File: src/hdl/shpcd_pkg.sv
// ----------------------------------------------------------------------------
// shpcd_pkg
// Types, constants and the byte-wide crc-32 update shared by the deframer.
// ----------------------------------------------------------------------------
package shpcd_pkg;

  localparam int unsigned ByteW    = 8;
  localparam int unsigned WordW    = 32;
  localparam int unsigned HdrShW   = 40;
  localparam int unsigned HdrCntW  = 3;
  localparam int unsigned CfgIdxW  = 2;
  localparam int unsigned CfgDataW = 32;
  localparam int unsigned StatusW  = 3;
  localparam int unsigned OutDataW = 80;

  localparam logic [WordW-1:0]   SyncWord       = 32'h5741_534D;  // "WASM"
  localparam logic [HdrCntW-1:0] HdrBytes       = 3'd6;
  localparam logic [HdrCntW-1:0] HdrKeptBytes   = 3'd5;
  localparam logic [WordW-1:0]   CrcPoly        = 32'hEDB8_8320;
  localparam logic [WordW-1:0]   CrcInit        = 32'hFFFF_FFFF;
  localparam logic [ByteW-1:0]   StatusCmdRst   = 8'd0;
  localparam logic [WordW-1:0]   MaxPayloadRst  = 32'd65536;

  typedef enum logic [CfgIdxW-1:0] {
    CFG_STATUS_CMD  = 2'd0,
    CFG_MAX_PAYLOAD = 2'd1
  } cfg_idx_e;

  typedef enum logic [StatusW-1:0] {
    ST_IDLE      = 3'd0,
    ST_RECEIVING = 3'd1,
    ST_STATUS    = 3'd2,
    ST_SIZE_ERR  = 3'd3,
    ST_CRC_ERR   = 3'd4,
    ST_COMPLETE  = 3'd5
  } status_e;

  typedef enum logic [3:0] {
    PH_IDLE    = 4'b0001,
    PH_HEADER  = 4'b0010,
    PH_PAYLOAD = 4'b0100,
    PH_TRAILER = 4'b1000
  } phase_e;

  typedef struct packed {
    logic [WordW-1:0] frame_size;
    logic [WordW-1:0] payload_index;
    logic [ByteW-1:0] payload_byte;
    status_e          status;
  } result_t;

  // reflected crc-32, one byte, eight shift steps
  function automatic logic [WordW-1:0] crc32_byte(input logic [WordW-1:0] crc,
                                                  input logic [ByteW-1:0] b);
    logic [WordW-1:0] c;
    c = crc ^ {{(WordW-ByteW){1'b0}}, b};
    for (int i = 0; i < 8; i++) begin
      if (c[0]) begin
        c = (c >> 1) ^ CrcPoly;
      end else begin
        c = c >> 1;
      end
    end
    return c;
  endfunction

endpackage

File: src/hdl/sync_header_payload_crc_deframer.sv
// ----------------------------------------------------------------------------
// sync_header_payload_crc_deframer
// Sync-word hunt, header parse, payload pass-through and crc-32 trailer check.
// ----------------------------------------------------------------------------
// an accepted byte's result is registered in the output register
// throughput: one byte per cycle unless the output stalls, set by the crc update
// and the output register, which takes a new result as the old one is read out
// reset: frame state returns to sync hunt, crc to all ones, status_cmd to 0
// and max_payload to 65536; the output register comes up empty
module sync_header_payload_crc_deframer (
  input  logic                                 clk_i,
  input  logic                                 rst_ni,
  input  logic                                 cfg_we_i,
  input  logic [shpcd_pkg::CfgIdxW-1:0]        cfg_idx_i,
  input  logic [shpcd_pkg::CfgDataW-1:0]       cfg_data_i,
  input  logic                                 s_axis_tvalid,
  output logic                                 s_axis_tready,
  input  logic [shpcd_pkg::ByteW-1:0]          s_axis_tdata,   // [7:0] rx_byte
  output logic                                 m_axis_tvalid,
  input  logic                                 m_axis_tready,
  // [2:0] status, [10:3] payload_byte, [42:11] payload_index,
  // [74:43] frame_size, [79:75] zero
  output logic [shpcd_pkg::OutDataW-1:0]       m_axis_tdata,
  output logic                                 m_axis_tuser    // [0] payload_valid
);
  import shpcd_pkg::*;

  logic [ByteW-1:0]   status_cmd_q;
  logic [WordW-1:0]   max_payload_q;

  phase_e             phase_q, phase_d;
  logic [WordW-1:0]   sync_window_q, sync_window_d;
  logic [HdrCntW-1:0] header_count_q, header_count_d;
  logic [HdrShW-1:0]  header_shift_q, header_shift_d;
  logic [WordW-1:0]   frame_length_q, frame_length_d;
  logic [WordW-1:0]   byte_count_q, byte_count_d;
  logic [WordW-1:0]   crc_running_q, crc_running_d;
  logic [WordW-1:0]   crc_received_q, crc_received_d;
  logic [1:0]         crc_count_q, crc_count_d;

  logic               out_valid_q;
  result_t            res_q, res_d;
  logic               pvalid_q, pvalid_d;

  logic               in_fire;
  logic [ByteW-1:0]   b;
  logic [WordW-1:0]   win;
  logic [HdrCntW-1:0] hc_inc;
  logic [ByteW-1:0]   hdr_cmd;
  logic [WordW-1:0]   hdr_len;
  logic [WordW-1:0]   rx_word;

  assign s_axis_tready = !out_valid_q || m_axis_tready;
  assign in_fire       = s_axis_tvalid && s_axis_tready;
  assign b             = s_axis_tdata;

  assign win     = {sync_window_q[WordW-ByteW-1:0], b};
  assign hc_inc  = header_count_q + 3'd1;
  assign hdr_cmd = header_shift_q[ByteW-1:0];
  assign hdr_len = header_shift_q[HdrShW-1:ByteW];
  assign rx_word = crc_received_q | ({{(WordW-ByteW){1'b0}}, b} << {crc_count_q, 3'b000});

  always_ff @(posedge clk_i or negedge rst_ni) begin
    if (!rst_ni) begin
      status_cmd_q  <= StatusCmdRst;
      max_payload_q <= MaxPayloadRst;
    end else if (cfg_we_i) begin
      if (cfg_idx_i == CFG_STATUS_CMD) begin
        status_cmd_q <= cfg_data_i[ByteW-1:0];
      end else if (cfg_idx_i == CFG_MAX_PAYLOAD) begin
        max_payload_q <= cfg_data_i[WordW-1:0];
      end
    end
  end

  always_comb begin
    phase_d        = phase_q;
    sync_window_d  = sync_window_q;
    header_count_d = header_count_q;
    header_shift_d = header_shift_q;
    frame_length_d = frame_length_q;
    byte_count_d   = byte_count_q;
    crc_running_d  = crc_running_q;
    crc_received_d = crc_received_q;
    crc_count_d    = crc_count_q;

    res_d.status        = ST_RECEIVING;
    res_d.payload_byte  = '0;
    res_d.payload_index = '0;
    res_d.frame_size    = '0;
    pvalid_d            = 1'b0;

    unique case (phase_q)
      PH_IDLE: begin
        if (win == SyncWord) begin
          sync_window_d  = '0;
          header_count_d = '0;
          header_shift_d = '0;
          phase_d        = PH_HEADER;
        end else begin
          sync_window_d = win;
          res_d.status  = ST_IDLE;
        end
      end
      PH_HEADER: begin
        if (header_count_q < HdrKeptBytes) begin
          header_shift_d = {b, header_shift_q[HdrShW-1:ByteW]};
        end
        header_count_d = hc_inc;
        // last header byte is ignored, the kept five are already in place
        if (hc_inc == HdrBytes) begin
          header_count_d = '0;
          if (hdr_cmd == status_cmd_q) begin
            phase_d      = PH_IDLE;
            res_d.status = ST_STATUS;
          end else if (hdr_len == '0 || hdr_len > max_payload_q) begin
            phase_d      = PH_IDLE;
            res_d.status = ST_SIZE_ERR;
          end else begin
            frame_length_d = hdr_len;
            byte_count_d   = '0;
            crc_running_d  = CrcInit;
            phase_d        = PH_PAYLOAD;
          end
        end
      end
      PH_PAYLOAD: begin
        pvalid_d            = 1'b1;
        res_d.payload_byte  = b;
        res_d.payload_index = byte_count_q;
        crc_running_d       = crc32_byte(crc_running_q, b);
        byte_count_d        = byte_count_q + 32'd1;
        if (byte_count_d == frame_length_q) begin
          crc_received_d = '0;
          crc_count_d    = '0;
          phase_d        = PH_TRAILER;
        end
      end
      PH_TRAILER: begin
        crc_received_d = rx_word;
        if (crc_count_q == 2'd3) begin
          crc_count_d = '0;
          phase_d     = PH_IDLE;
          if (rx_word != ~crc_running_q) begin
            res_d.status = ST_CRC_ERR;
          end else begin
            res_d.status     = ST_COMPLETE;
            res_d.frame_size = frame_length_q;
          end
        end else begin
          crc_count_d = crc_count_q + 2'd1;
        end
      end
      default: begin
        phase_d = PH_IDLE;
      end
    endcase
  end

  always_ff @(posedge clk_i or negedge rst_ni) begin
    if (!rst_ni) begin
      phase_q        <= PH_IDLE;
      sync_window_q  <= '0;
      header_count_q <= '0;
      header_shift_q <= '0;
      frame_length_q <= '0;
      byte_count_q   <= '0;
      crc_running_q  <= CrcInit;
      crc_received_q <= '0;
      crc_count_q    <= '0;
    end else if (in_fire) begin
      phase_q        <= phase_d;
      sync_window_q  <= sync_window_d;
      header_count_q <= header_count_d;
      header_shift_q <= header_shift_d;
      frame_length_q <= frame_length_d;
      byte_count_q   <= byte_count_d;
      crc_running_q  <= crc_running_d;
      crc_received_q <= crc_received_d;
      crc_count_q    <= crc_count_d;
    end
  end

  always_ff @(posedge clk_i or negedge rst_ni) begin
    if (!rst_ni) begin
      out_valid_q <= 1'b0;
    end else if (in_fire) begin
      out_valid_q <= 1'b1;
    end else if (m_axis_tready) begin
      out_valid_q <= 1'b0;
    end
  end

  // result payload, no reset needed
  always_ff @(posedge clk_i) begin
    if (in_fire) begin
      res_q    <= res_d;
      pvalid_q <= pvalid_d;
    end
  end

  assign m_axis_tvalid = out_valid_q;
  assign m_axis_tdata  = {{(OutDataW-$bits(result_t)){1'b0}}, res_q};
  assign m_axis_tuser  = pvalid_q;

  a_payload_is_receiving : assert property (@(posedge clk_i) disable iff (!rst_ni)
    out_valid_q && pvalid_q |-> res_q.status == ST_RECEIVING)
    else $error("payload result with non-receiving status");

  a_size_only_on_complete : assert property (@(posedge clk_i) disable iff (!rst_ni)
    out_valid_q && res_q.frame_size != '0 |-> res_q.status == ST_COMPLETE)
    else $error("frame size reported without completion");

  a_payload_len_nonzero : assert property (@(posedge clk_i) disable iff (!rst_ni)
    phase_q == PH_PAYLOAD |-> frame_length_q != '0 && byte_count_q < frame_length_q)
    else $error("payload phase with bad length or count");

  a_stall_blocks_input : assert property (@(posedge clk_i) disable iff (!rst_ni)
    out_valid_q && !m_axis_tready |-> !s_axis_tready)
    else $error("input taken while result register is held");

endmodule
File: config.mk
export PLATFORM = sky130hd
export DESIGN_NAME = sync_header_payload_crc_deframer
export DESIGN_NICKNAME = d
export VERILOG_FILES = /design/src/hdl/shpcd_pkg.sv /design/src/hdl/sync_header_payload_crc_deframer.sv
export SDC_FILE = /design/constraint.sdc
export NUM_CORES = 1
export LEC_CHECK = 0
export BUFFER_PORTS_ARGS = -buffer_cell sky130_fd_sc_hd__buf_2
export CAP_MARGIN = 10
export CORE_MARGIN = 1
export CORE_UTILIZATION = 32
export CTS_BUF_LIST = sky130_fd_sc_hd__clkbuf_2
export CTS_CLUSTER_SIZE = 24
export DETAILED_ROUTE_END_ITERATION = 6
export PLACE_DENSITY_LB_ADDON = 0.12
export SLEW_MARGIN = 25
export SYNTH_ARGS = -nofsm -noshare
export SYNTH_HDL_FRONTEND = slang
export SYNTH_SLANG_ARGS = --single-unit
File: constraint.sdc
create_clock -name clk_i -period 11.99 [get_ports clk_i]
set_clock_uncertainty 0.1 [all_clocks]
set_input_delay 0.5995 -clock clk_i [delete_from_list [all_inputs] [get_ports clk_i]]
set_output_delay 0.5995 -clock clk_i [all_outputs]
set_load 0.01 [all_outputs]
# Word level (Yosys, flattened, before mapping)
# Index checks and enable logic that the tools add are counted.
dict set report totals {
  ramBits 0
  memories 0
  rom_bits 0
  inputBits 47
  latchBits 0
  output_inout_bits 83
  reg_bits 318
}
dict set report classes {
  div_mod_pow 0
  n_eq_ne 18
  n_bitwise 16
  n_lt_le_gt_ge 2
  mux 52
  n_reduce_logical 20
  addsub 3
  n_mul 0
  shift 1
}
# op count
set ops {}
lappend ops {{$mux W32} 22}
lappend ops {{$pmux W32 S2} 3}
lappend ops {{$not A13 Y14} 8}
lappend ops {{$mux W40} 2}
lappend ops {{$pmux W40 S2} 1}
lappend ops {{$add A32 B1 Y32 const B} 1}
lappend ops {{$eq A32 B31 Y1 const B} 1}
lappend ops {{$eq A32 B32 Y1} 1}
lappend ops {{$gt A32 B32 Y1} 1}
lappend ops {{$logic_not A32 Y1} 1}
lappend ops {{$ne A32 B32 Y1} 1}
lappend ops {{$not A32 Y32} 1}
lappend ops {{$or A32 B32 Y32} 1}
lappend ops {{$shl A8 B5 Y32} 1}
lappend ops {{$xor A32 B8 Y32} 1}
lappend ops {{$mux W24} 1}
lappend ops {{$mux W4} 4}
lappend ops {{$pmux W4 S4} 1}
lappend ops {{$mux W3} 5}
lappend ops {{$reduce_and A5 Y1} 3}
lappend ops {{$ne A2 B2 Y1 const B} 7}
lappend ops {{$mux W2} 5}
lappend ops {{$pmux W3 S3} 1}
lappend ops {{$reduce_and A3 Y1} 3}
lappend ops {{23 further kinds} 36}

# Longest topological paths before layout
# Gate-level depths: netlist of run 1.
dict set report logic_depth {
  word_depth 25
  depth_mapped 13
  mapped_depth_nobuf 11
}

# Worst setup path after synthesis of run 1
# No wires, ideal clock.
dict set report synth_timing {
  kind {in2reg}
  from {in m_axis_tready}
  to {reg header_shift_q[1]}
  t_required_ns 11.756
  stages 9
  setup_slack_ns 7.355
  path_buffers 2
  setup_time_ns 0.134
  arrival_ns 4.401
  path_cell_list {nand2b_1 -> and2_1 -> clkbuf_1 -> nand2_1 -> o21ai_0 -> nand2_1 -> clkbuf_1 -> nand2_1 -> o21ai_0}
}
dict set report synth_between {
  elab_chain_len 3
}
# element line
set synth_lines {}
lappend synth_lines {{start: declaration} sync_header_payload_crc_deframer.sv:20} ;# input logic m_axis_tready,
lappend synth_lines {{$logic_or A1 B1 Y1} sync_header_payload_crc_deframer.sv:53} ;# assign s_axis_tready = !out_valid_q || m_axis_tready;
lappend synth_lines {{$logic_and A1 B1 Y1} sync_header_payload_crc_deframer.sv:54} ;# assign in_fire = s_axis_tvalid && s_axis_tready;
lappend synth_lines {{named net in_fire} sync_header_payload_crc_deframer.sv:45} ;# logic in_fire;
lappend synth_lines {{$reduce_and A4 Y1 (no line)} -}
lappend synth_lines {{end signal: assignment} sync_header_payload_crc_deframer.sv:175} ;# header_shift_q <= header_shift_d;
lappend synth_lines {{end: declaration} sync_header_payload_crc_deframer.sv:34} ;# logic [HdrShW-1:0] header_shift_q, header_shift_d;
# The timed path passes the listed nets, and every way through them passes these cells.
# A chain may end at the register's enable or synchronous reset.

# Worst setup path after layout of run 1
dict set report layout_timing {
  from {reg header_shift_q[33]}
  to {reg byte_count_q[19]}
}
dict set report layout_between {
  elab_chain_len 4
  elab_cells_between_ends 5
  cone_classes {order compare: 1; eq/ne: 1; reduce/logical: 3}
}
# element line
set layout_lines {}
lappend layout_lines {{$gt A32 B32 Y1 / $logic_not A32 Y1 (equally long branches)} sync_header_payload_crc_deframer.sv:116} ;# end else if (hdr_len == '0 || hdr_len > max_payload_q) begin
lappend layout_lines {{$logic_or A1 B1 Y1 (*)} sync_header_payload_crc_deframer.sv:116}
lappend layout_lines {{$ne A2 B2 Y1 (no line) (*)} -}
lappend layout_lines {{$reduce_and A5 Y1 (no line) (*)} -}
lappend layout_lines {{end signal: assignment} sync_header_payload_crc_deframer.sv:177} ;# byte_count_q <= byte_count_d;
lappend layout_lines {{end: declaration} sync_header_payload_crc_deframer.sv:36} ;# logic [WordW-1:0] byte_count_q, byte_count_d;
# Every way passes the cells marked *; elsewhere a longest branch is shown, timed or not.

==> qor.yml, run 1 <==
synth.avg_cell_area_um2: 10.60
tightest_slew_ps: 1068
dp_hpwl_mm: 30.19
grt_first_pass_wirelength_mm: 70.06
crit_chain: "ha_1, a21o_1, a221oi_1, nor2b_1, a2111oi_0, o21ai_0, o21ai_0, nand2_1, a21oi_4, buf_4, o22ai_1"
netlist_area_um2: 15720
rows: 80
r2r_slack_ps: 7960
crit_path_frequent_cell: "o21ai_0"
antenna_left: 0
whs_ps: 90.61
synth_top_family_by_area: "simple AND/OR/NAND/NOR gates"
synthAdderAreaFrac_pct: 2.928
min_period_ps: 4035
nets: 1763
vias_per_cell: 4.838
grt_pass1_vias: 11970
cts_sinks: 318
layout-drive-gt1-share_pct: 24.00
ys_warn_count: 0
hold_path.class: "primary input to asynchronous set/reset pin"
status: "complete, no violations"
ys_ff_latch: 318
grt_max_degree: 142
die_w_um: 223.7
p_per_area_nw_per_um2: 168.8
dieArea_um2: 50030
hold_viol: 0
critPathKind: "register to register"
crit_cells: 11
wirelength_mm: 44.99
slew_violations: 0
slew_headroom_pct: 28.60
synth.distinct_cells: 63
postLayoutCellArea_um2: 18390
rsz0062_at_grt: "no"
ys_seq_area_share_pct: 53.30
cts_max_path_buffers: 3
cts_max_level: 3
crit_slowest_cell: "o21ai_0"
drc: 0
synth_edf_count: 76
rr_worst_depth: 11
r2r_end: "byte_count_q[19]$_DFFE_PN0P_"
root_buffer: "clkbuf_2"
die_h_um: 223.7
vias: 11650
endpoint_kind: "register"
synthMuxAreaShare_pct: 5.936
place_congestion: 0.8468
setup_violations: 0
synth_xor_area_share_pct: 8.578
drt_iter0_drc: 772
grt_usage_pct: 18.26
fillers: 4888
syn_inst: 1483
max_stage_delay_ps: 690
required_ps: 12740
yosysTopAreaCell: "dfrtp_1"
synthFlopType: "dfrtp_1"
clk_pin_slew_ps: 90
place_inst: 2193
arrival_ps: 4790
max_freq_mhz: 247.8
critPathLaunch: "header_shift_q[33]$_DFFE_PN0P_"
placed_area_um2: 16970
area_growth_pct: 16.94
path_buf_inv: 1
synth-async-reset-ratio_pct: 76.10
critPathMaxFanout: 53
cts_tree: "yes"
start_kind: "register"
initial_core_util_pct: 32.66
antenna_found_initial: 1
fin_cells: 2408
portBuffers: 124
setup_tns_ps: 0
grt_overflow_total: 0
post-route-period-util_pct: 33.65
reg2reg_from: "header_shift_q[33]$_DFFE_PN0P_"
ir_drop_mv: 0.1865
drtPass1Iterations: 6
core-area_um2: 48150
cts_made_buffers: 90
avgRoutedWirePerCell_um: 18.68
synth_top_area_share_pct: 33.10
io_pins: 130
critical_path.top_delay_family: "compound AO/OA/AOI/OAI gates"
yosys-top-cells-area: "dfrtp_1 (33%), edfxtp_1 (15%), dfstp_2 (5.7%)"
synth_simple_gate_area_share_pct: 15.25
synth-compound-area-share_pct: 10.12
clock_latency_ps: 1060
leakage_nw: 8.153
max_cap_violations: 0
==> logic make-up after synthesis <==
kind of cell	after synthesis
fa+ha+maj	37
other cells	1
mux	84
xor+xnor	154
simple gates	482
compound gates	260
buf+inv	147
flops	318
==> worst register-to-register path: stages, from the launching register on <==
cell and delay (ps):
dfrtp_1 450, ha_1 320, a21o_1 160, a221oi_1 290, nor2b_1 90, a2111oi_0 390, o21ai_0 160, o21ai_0 690
nand2_1 270, a21oi_4 200, buf_4 550, o22ai_1 190
==> cells in the mapped netlist (31+ instances only) <==
library cell / instances
xnor2_1: 82
a2bb2oi_1: 32
inv_1: 59
dfstp_2: 34
and3_1: 41
xor2_1: 72
o21ai_0: 59
nand3_1: 31
nor3_1: 36
nor2_1: 87
mux2_2: 74
nand2_1: 168
edfxtp_1: 76
a21oi_1: 98
dfrtp_1: 208
clkbuf_1: 63
ha_1: 36
==> metrics by stage <==
step / power [W] / setup slack, ps / utilization [%]
floorplan: 0.002043 / 7355 / -
global placement: 0.002254 / 7658 / 35.24
detailed placement: 0.002256 / 7906 / 35.25
CTS: 0.003162 / 7933 / 38.12
global route: 0.003316 / 7523 / 38.19
finish: 0.003104 / 7955 / 38.19
==> report_power, final <==
| group | switching, W | internal, W |
|---|---|---|
| Clock | 0.000479 | 0.000379 |
| Sequential | 0.000116 | 0.00126 |
| Combinational | 0.000449 | 0.000422 |
| Total | 0.00104 | 0.00206 |
==> sequential cells by signal, summed over array words and instances (netlist names) <==
signal / cells
crc_running_q: 32
header_count_q: 3
m_axis_tdata: 75
phase_q: 4
max_payload_q: 32
m_axis_tuser: 1
crc_count_q: 2
header_shift_q: 40
crc_received_q: 32
byte_count_q: 32
frame_length_q: 32
m_axis_tvalid: 1
status_cmd_q: 8
sync_window_q: 24
==> worst max-delay path by stage <==
stage / endpoint / slack (ps)
floorplan: header_shift_q[1]$_DFFE_PN0P_ / 7360
global placement: crc_received_q[15]$_DFFE_PN0P_ / 7660
detailed placement: header_count_q[1]$_DFFE_PN0P_ / 7910
CTS: byte_count_q[29]$_DFFE_PN0P_ / 7930
global route: byte_count_q[19]$_DFFE_PN0P_ / 7520
finish: byte_count_q[19]$_DFFE_PN0P_ / 7960
==> cell type report <==
type / instances / area (um2) / share of cell area, %
multi-input cells: 1022 / 6810 / 37.04
diodes: 2 / 5.005 / 0.02722
clock inverters: 18 / 160.2 / 0.8710
well taps: 656 / 820.8 / 4.464
repair buffers: 189 / 1269 / 6.900
flip-flops and latches: 318 / 8381 / 45.58
clock buffers: 144 / 720.7 / 3.919
inverters: 59 / 221.5 / 1.204
==> metal layers <==
layer / routed length [um] / track usage [%] / vias up / share of wire [%]
li1: - / - / 5640 / -
met1: 20310 / 23.17 / 5718 / 45
met2: 21690 / 30.44 / 230 / 48
met3: 1792 / 3.450 / 62 / 4.0
met4: 1202 / 7.711 / 0 / 2.7
met5: 0 / 0 / - / 0
==> cells in the final DEF, fill, tap and decap left out, drive strengths merged, types with 61 or more instances in the layout <==
| master | instances |
|---|---|
| a21oi | 98 |
| buf | 139 |
| clkbuf | 144 |
| dfrtp | 208 |
| edfxtp | 76 |
| mux2 | 74 |
| nand2 | 168 |
| nor2 | 87 |
| o21ai | 61 |
| xnor2 | 82 |
| xor2 | 72 |
==> repair_timing <==
item                                   in CTS  in global routing
hold buffers                               50                  0
resized for setup                           0                  0
setup buffers                               0                  0
endpoints found under the hold margin     208                  0
(Power assumes the default switching activity.)
==> run 2: changes to the inputs <==
==> constraint.sdc (replaced) <==
create_clock -name clk_i -period 3.6 [get_ports clk_i]
set_clock_uncertainty 0.1 [all_clocks]
set_input_delay 0.18 -clock clk_i [delete_from_list [all_inputs] [get_ports clk_i]]
set_output_delay 0.18 -clock clk_i [all_outputs]
set_load 0.01 [all_outputs]
==> qor.yml, run 2 (synthesis results as in run 1) <==
max_cap_violations: 0
cts_max_level: 3
wirelength_mm: 47.18
layout-drive-gt1-share_pct: 25.44
cts_made_buffers: 94
root_buffer: "clkbuf_2"
required_ps: 4420
status: "complete, no violations"
grt_usage_pct: 19.28
initial_core_util_pct: 32.66
grt_first_pass_wirelength_mm: 73.89
slew_violations: 0
setup_tns_ps: 0
vias: 12220
slew_headroom_pct: 38.67
clk_pin_slew_ps: 110
portBuffers: 124
grt_max_degree: 88
seq_power_share_pct: 43.5
clkPwrFrac_pct: 26.7
path_buf_inv: 1
regArea_um2: 8381
place_congestion: 0.8669
sw_frac_of_total_pct: 34.61
dp_hpwl_mm: 31.29
critPathKind: "register to register"
drt_iter0_drc: 845
die_h_um: 223.7
power_w: 0.01051
min_period_ps: 3396
io_pins: 130
area_growth_pct: 23.57
grt_pass1_vias: 12610
p_per_area_nw_per_um2: 540.8
start_kind: "register"
cts_sinks: 318
antenna_found_initial: 1
reg2reg_from: "byte_count_q[8]$_DFFE_PN0P_"
combPwrFrac_pct: 29.7
setup_violations: 0
place_ws_ps: 83.55
hold_path.class: "primary input to register"
cts_tree: "yes"
endpoint_kind: "register"
largest_reg_flops: 75
hold_viol: 0
rr_worst_depth: 10
grt_overflow_total: 0
max_stage_delay_ps: 610
crit_end: "crc_received_q[26]$_DFFE_PN0P_"
p_int_w: 0.006870
layout_common_cells: "dfrtp_1 (208), nand2_1 (167), clkbuf_2 (153)"
clock_latency_ps: 1080
vias_per_cell: 4.832
critPathLaunch: "byte_count_q[8]$_DFFE_PN0P_"
setup_ws_ps: 204.2
core-area_um2: 48150
max_freq_mhz: 294.5
fin_util_pct: 40.36
post-route-period-util_pct: 94.33
arrival_ps: 4220
antenna_left: 0
rows: 80
critPathMaxFanout: 33
dieArea_um2: 50030
crit_chain: "nand2_1, or4_4, nand3b_4, a2111oi_2, o2111a_1, nand4_1, nor4_4, and2_1, buf_12, nor2_1"
r2r_slack_ps: 200
drtPass1Iterations: 5
die_w_um: 223.7
ir_drop_mv: 0.5525
cts_max_path_buffers: 3
tightest_slew_ps: 917.6
fillers: 4846
r2r_end: "crc_received_q[26]$_DFFE_PN0P_"
leakage_nw: 8.683
critical_path.top_delay_family: "simple AND/OR/NAND/NOR gates"
rsz0062_at_grt: "no"
crit_cells: 10
p_switching_w: 0.003637
multi_input_area_um2: 6834
nets: 1874
avgRoutedWirePerCell_um: 18.66
layout_commonest_cell: "dfrtp_1"
drc: 0
crit_slowest_cell: "or4_4"
-- run 2: changes by cell type in the layout (fill, tap and decap cells not counted), moves of 2 or more --
cell and change:
clkinv_2 +2, clkinv_1 +3, dlygate4sd3_1 +65, clkbuf_2 +9, bufinv_16 -3, buf_12 +3
buf_4 +38
-- run 2: what timing repair did --
| action | CTS | global route |
|---|---|---|
| buffers inserted | 0 | 1 |
| hold buffers | 116 | 0 |
| endpoints found under the setup margin | 0 | 83 |
| resized for setup | 0 | 9 |
| endpoints found under the hold margin | 476 | 0 |
-- run 2: layout make-up --
class,count,area share (%)
antenna,1,0.01288
clock buffer,153,3.941
clock inverter,23,0.5796
inverter,59,1.140
multi-input combinational,1022,35.17
sequential,318,43.13
tap,656,4.224
timing repair buffer,296,11.80
-- run 2: through the flow --
step                cells  instance area, um2  hold WS [ps]
global route         2528               19430         72.15
CTS                  2526               19380         3.432
floorplan            1487               15740        -215.6
detailed placement   2234               17320         135.3
finish               2528               19430         138.8
global placement     2234               17320         128.9
-- run 2: worst min-delay path by stage --
stage / start / end / slack (ps) / cells after the start
3_3_place_gp: rst_ni / max_payload_q[2]$_DFFE_PN0P_ / 130 / 1
3_5_place_dp: rst_ni / max_payload_q[5]$_DFFE_PN0P_ / 140 / 1
5_1_grt: s_axis_tdata[5] / m_axis_tdata[8]$_SDFFCE_PN0P_ / 70 / 3
6_report: s_axis_tdata[5] / m_axis_tdata[8]$_SDFFCE_PN0P_ / 140 / 3
4_1_cts: s_axis_tdata[5] / m_axis_tdata[8]$_SDFFCE_PN0P_ / 3 / 3
2_1_floorplan: rst_ni / byte_count_q[0]$_DFFE_PN0P_ / -220 / 0
-- run 2: power by group through the flow --
stage | Combinational (W) | Sequential (W) | Clock (W)
floorplan | 0.00228 | 0.00452 | 0
global placement | 0.00295 | 0.00464 | 0
detailed placement | 0.00297 | 0.00465 | 0
CTS | 0.00313 | 0.00458 | 0.00295
global route | 0.00345 | 0.00463 | 0.00313
finish | 0.00312 | 0.00457 | 0.00281
-- run 2: worst reg2reg max path: stages, from the launching register on --
cell       delay [ps]
dfrtp_1           480
nand2_1           200
or4_4             610
nand3b_4          170
a2111oi_2         360
o2111a_1          250
nand4_1           190
nor4_4            370
and2_1            220
buf_12            200
nor2_1             90
-- run 2: metal layers --
layer / up-vias / global-route usage [%] / wire length, um
met4: 0 / 7.866 / 1219
met1: 5993 / 24.87 / 20970
met2: 279 / 31.50 / 22830
li1: 5875 / - / -
met3: 68 / 3.961 / 2160
met5: - / 0 / 0
